<file path="src/rtl/hcq_fifo.sv">
module hcq_fifo #(
  parameter type item_t = logic,
  parameter int  DEPTH  = 4
) (
  input  logic  clk,
  input  logic  rst_n,
  input  logic  push,
  input  item_t push_data,
  output logic  full,
  input  logic  pop,
  output item_t pop_data,
  output logic  empty
);

  localparam int PW    = (DEPTH > 1) ? $clog2(DEPTH) : 1;
  localparam int CNT_W = $clog2(DEPTH + 1);

  item_t            mem_r [DEPTH];
  logic [PW-1:0]    wr_ptr_r;
  logic [PW-1:0]    rd_ptr_r;
  logic [CNT_W-1:0] count_r;
  logic             do_push;
  logic             do_pop;

  function automatic logic [PW-1:0] wrap_inc(input logic [PW-1:0] p);
    if (p == PW'(DEPTH - 1)) begin
      return '0;
    end
    return p + PW'(1);
  endfunction

  assign full     = (count_r == CNT_W'(DEPTH));
  assign empty    = (count_r == '0);
  assign do_push  = push && !full;
  assign do_pop   = pop && !empty;
  assign pop_data = mem_r[rd_ptr_r];

  always_ff @(posedge clk) begin
    if (!rst_n) begin
      wr_ptr_r <= '0;
      rd_ptr_r <= '0;
      count_r  <= '0;
    end else begin
      if (do_push) begin
        wr_ptr_r <= wrap_inc(wr_ptr_r);
      end
      if (do_pop) begin
        rd_ptr_r <= wrap_inc(rd_ptr_r);
      end
      case ({do_push, do_pop})
        2'b10:   count_r <= count_r + CNT_W'(1);
        2'b01:   count_r <= count_r - CNT_W'(1);
        default: count_r <= count_r;
      endcase
    end
  end

  always_ff @(posedge clk) begin
    if (do_push) begin
      mem_r[wr_ptr_r] <= push_data;
    end
  end

endmodule

</file>
<file path="config.mk">
export PLATFORM = sky130hd
export DESIGN_NAME = hcq_fifo
export DESIGN_NICKNAME = d
export VERILOG_FILES = /design/src/rtl/hcq_fifo.sv
export SDC_FILE = /design/constraint.sdc
export NUM_CORES = 1
export LEC_CHECK = 0
export BUFFER_PORTS_ARGS = -buffer_cell sky130_fd_sc_hd__buf_4
export CORE_AREA = 2 2 39 41
export CTS_CLUSTER_DIAMETER = 30
export DETAILED_ROUTE_END_ITERATION = 10
export DIE_AREA = 0 0 41 43
export GPL_ROUTABILITY_DRIVEN = 1
export HOLD_SLACK_MARGIN = 0.03
export PLACE_DENSITY = 0.67
export REMOVE_ABC_BUFFERS = 1
export SYNTH_ARGS = -nofsm -noshare
export SYNTH_HDL_FRONTEND = slang
export SYNTH_SLANG_ARGS = --single-unit
</file>
<file path="constraint.sdc">
create_clock -name clk -period 2.35 [get_ports clk]
set_input_delay 0.235 -clock clk [delete_from_list [all_inputs] [get_ports clk]]
set_output_delay 0.235 -clock clk [all_outputs]
set_load 0.01 [all_outputs]
</file>
==> metrics.md <==
| Metric | Value |
|---|---|
| Status | complete, no violations |
| Detailed-route DRC error count | 0 |
| Core area | 1380 um^2 |
| RSZ-0062 raised after global routing | no |
| MaxCap Viol Count | 0 |
| Synth area leaders | dfxtp_1, edfxtp_1, ha_1, and2_1, inv_1 |
| I/O Buffers | 7 |
| FF+latch count, synth | 13 |
| Combinational group share of total power | 0.350 |
| First drt pass iteration count | 4 |
| Hold Crit Class | primary input to flop |
| Cells after Synth | 61 |
| First-pass GRT wire length | 1.51 mm |
| TritonCTS Sinks | 13 |
| Starting density of the core | 0.460 |
| Netlist cell types | 22 |
| Crit Path Class | flop to flop |
| Net Sw Frac | 0.321 |
| Worst-Margin Slew | 0.446 ns |
| Post-Syn Area | 637 um^2 |
| Root Buffer Master | clkbuf_4 |
| Clk slew on worst S/H paths | 0.07 ns |
| GRT Overall Usage | 0.138 |
| Fin util | 0.531 |
| Power per cell area | 963 nW/um^2 |
| DR vias/cell | 4.83 |
| CP startpoint kind | flop |
| Pins Over Slew Limit | 0 |
| Total power | 0.707 mW |
| Final #Nets | 84 |
| GRT Residual Overflow | 0 |
| Die Span X | 41 um |
| Share of cells above drive strength 1 | 0.183 |
| Area leader, netlist | dfxtp_1 |
| Via count | 420 |
| Area growth from synthesis to layout | 15.3% |
| Num CTS Buffers | 3 |
| Leak Pwr | 0.316 nW |
| Fin Setup TNS | 0 ns |
| CP endpoint kind | flop |
| Crit path DAT | 2.30 ns |
| Mean area per synthesized cell | 10.4 um^2 |
| I/O pin count | 8 |
| Internal power | 0.481 mW |
| Number of global-route vias before repair | 385 |
| Placer Congestion | 0.760 |
| Hold Vio Cnt, Final | 0 |
| Max transition margin | 0.702 |
| Clock Latency Late Sink | 0.27 ns |
| Drt wl/cell | 10.0 um |
| Sequential Area | 300 um^2 |
| Die area | 1760 um^2 |
| H-tree Lvls | 1 |
| Hold_buf cts | 0 |
| Worst EP required | 2.55 ns |
| Post-cts sizing count | 0 |
| Ant diodes | 0 |
| Pin count of the biggest net entering global routing | 12 |
| Clk pwr share | 0.189 |
| DPL Wire Length | 654 um |
| Post-CTS setup buffer count | 0 |
| Sequential element share of the synthesized area | 0.472 |
| Setup Viol. Count Final | 0 |
| Net switching power | 0.227 mW |
| ANT nets after route | 0 |
| Sequential group share of total power | 0.461 |
| Multi-input gate area in the final layout | 302 um^2 |
| Crit Path Max Fanout | 7 |
| Minimum clock period | 2.10 ns |
| Antenna violations before repair | 0 |
| IR drop worst, VDD | 0.417 mV |
| Fin worst setup slack | 0.251 ns |
| FP Rows | 14 |
| Yosys top cell area share | 0.283 |
| Setup WS pre-CTS | 0.272 ns |
| DRT iter0 DRCs | 4 |
| Max Freq | 476 MHz |
| CTS tree | done |
| Clock skew | 0.00116 ns |
| Ys Warns | 0 |
| Fin crit share | 0.893 |
| Fillers | 140 |
| DIE HEIGHT | 43 um |
| Total Wirelength | 870 um |
| Clock tree buffer depth | 2 |
[logic make-up after synthesis]
family	after synthesis	share of synthesized area
AO/OA/AOI/OAI	6	0.0550
XOR/XNOR	2	0.0275
adder cells (fa/ha/maj)	7	0.149
buffers and inverters	9	0.0550
flip-flops	13	0.472
multiplexers	3	0.0668
AND/OR/NAND/NOR	21	0.175
[through the flow]
stage                     cell area (um^2)  hold slack [ns]  instances
after floorplan                        628            0.334         59
after global placement                 708            0.441         83
after detailed placement               708            0.442         83
after CTS                              734            0.150         87
after global routing                   734            0.143         87
final                                  734            0.160         87
[per-layer routing]
layer | track usage | part of all wire
met1 | 0.145 | 0.42
met2 | 0.197 | 0.47
met3 | 0.0942 | 0.078
met4 | 0.0800 | 0.024
met5 | 0 | 0
[cell usage after synthesis]
library cell and number:
fa_1 1, ha_1 6, nor3_1 1, nand3_1 2
mux2i_1 2, nor3b_2 1, xnor2_1 1, o31ai_1 1
nor2_1 2, o21ai_0 4, edfxtp_1 4, nand2_1 7
mux4_2 1, nor2b_1 1, and2_1 6, or3_1 1
buf_2 1, inv_1 7, a21boi_0 1, clkbuf_1 1
dfxtp_1 9, xor2_1 1
[area by class of cell]
type                    instances  area share
clock buffers                   4      0.0358
flip-flops and latches         13       0.409
multi-input cells              39       0.411
well taps                      16      0.0273
repair buffers                  8      0.0818
inverters                       7      0.0358
[power by group through the flow]
| stage | combinational (mW) | sequential [mW] | clock [mW] |
|---|---|---|---|
| after floorplan | 0.171 | 0.322 | 0 |
| after global placement | 0.242 | 0.329 | 0 |
| after detailed placement | 0.248 | 0.332 | 0 |
| after CTS | 0.250 | 0.326 | 0.143 |
| after global routing | 0.285 | 0.336 | 0.152 |
| final | 0.248 | 0.326 | 0.134 |
[path summary, 6_finish.rpt]
path | start | endpoint | slack, ns | depth (start not counted)
worst max register to register | count_r[2] | count_r[2] | 0.25 | 9
worst min register to register | wr_ptr_r[1] | wr_ptr_r[1] | 0.50 | 2
worst max-delay path | count_r[2] | count_r[2] | 0.25 | 9
worst min-delay path | push_data | mem_r[1] | 0.16 | 1
[critical path: stages (launching register included)]
cell and delay (ns):
dfxtp_1 0.38, nor3b_2 0.21, nor2b_1 0.14, inv_1 0.08, ha_1 0.17, inv_1 0.06, fa_1 0.37, xor2_1 0.16
or3_1 0.30, a21boi_0 0.15
[placed cells by master (no fill, tap or decap)]
cell / netlist / final
xnor2_1: 1 / 1
inv_1: 7 / 7
mux4_2: 1 / 1
ha_1: 6 / 6
dfxtp_1: 9 / 9
nor3_1: 1 / 1
xor2_1: 1 / 1
nor3b_2: 1 / 1
o21ai_0: 4 / 4
nor2b_1: 1 / 1
edfxtp_1: 4 / 4
nand2_1: 7 / 7
clkbuf_1: 1 / 1
and2_1: 6 / 6
or3_1: 1 / 1
buf_4: 0 / 8
clkbuf_4: 0 / 3
nor2_1: 2 / 2
mux2i_1: 2 / 2
fa_1: 1 / 1
a21boi_0: 1 / 1
o31ai_1: 1 / 1
nand3_1: 2 / 2
Power figures use the tool's default switching activity.
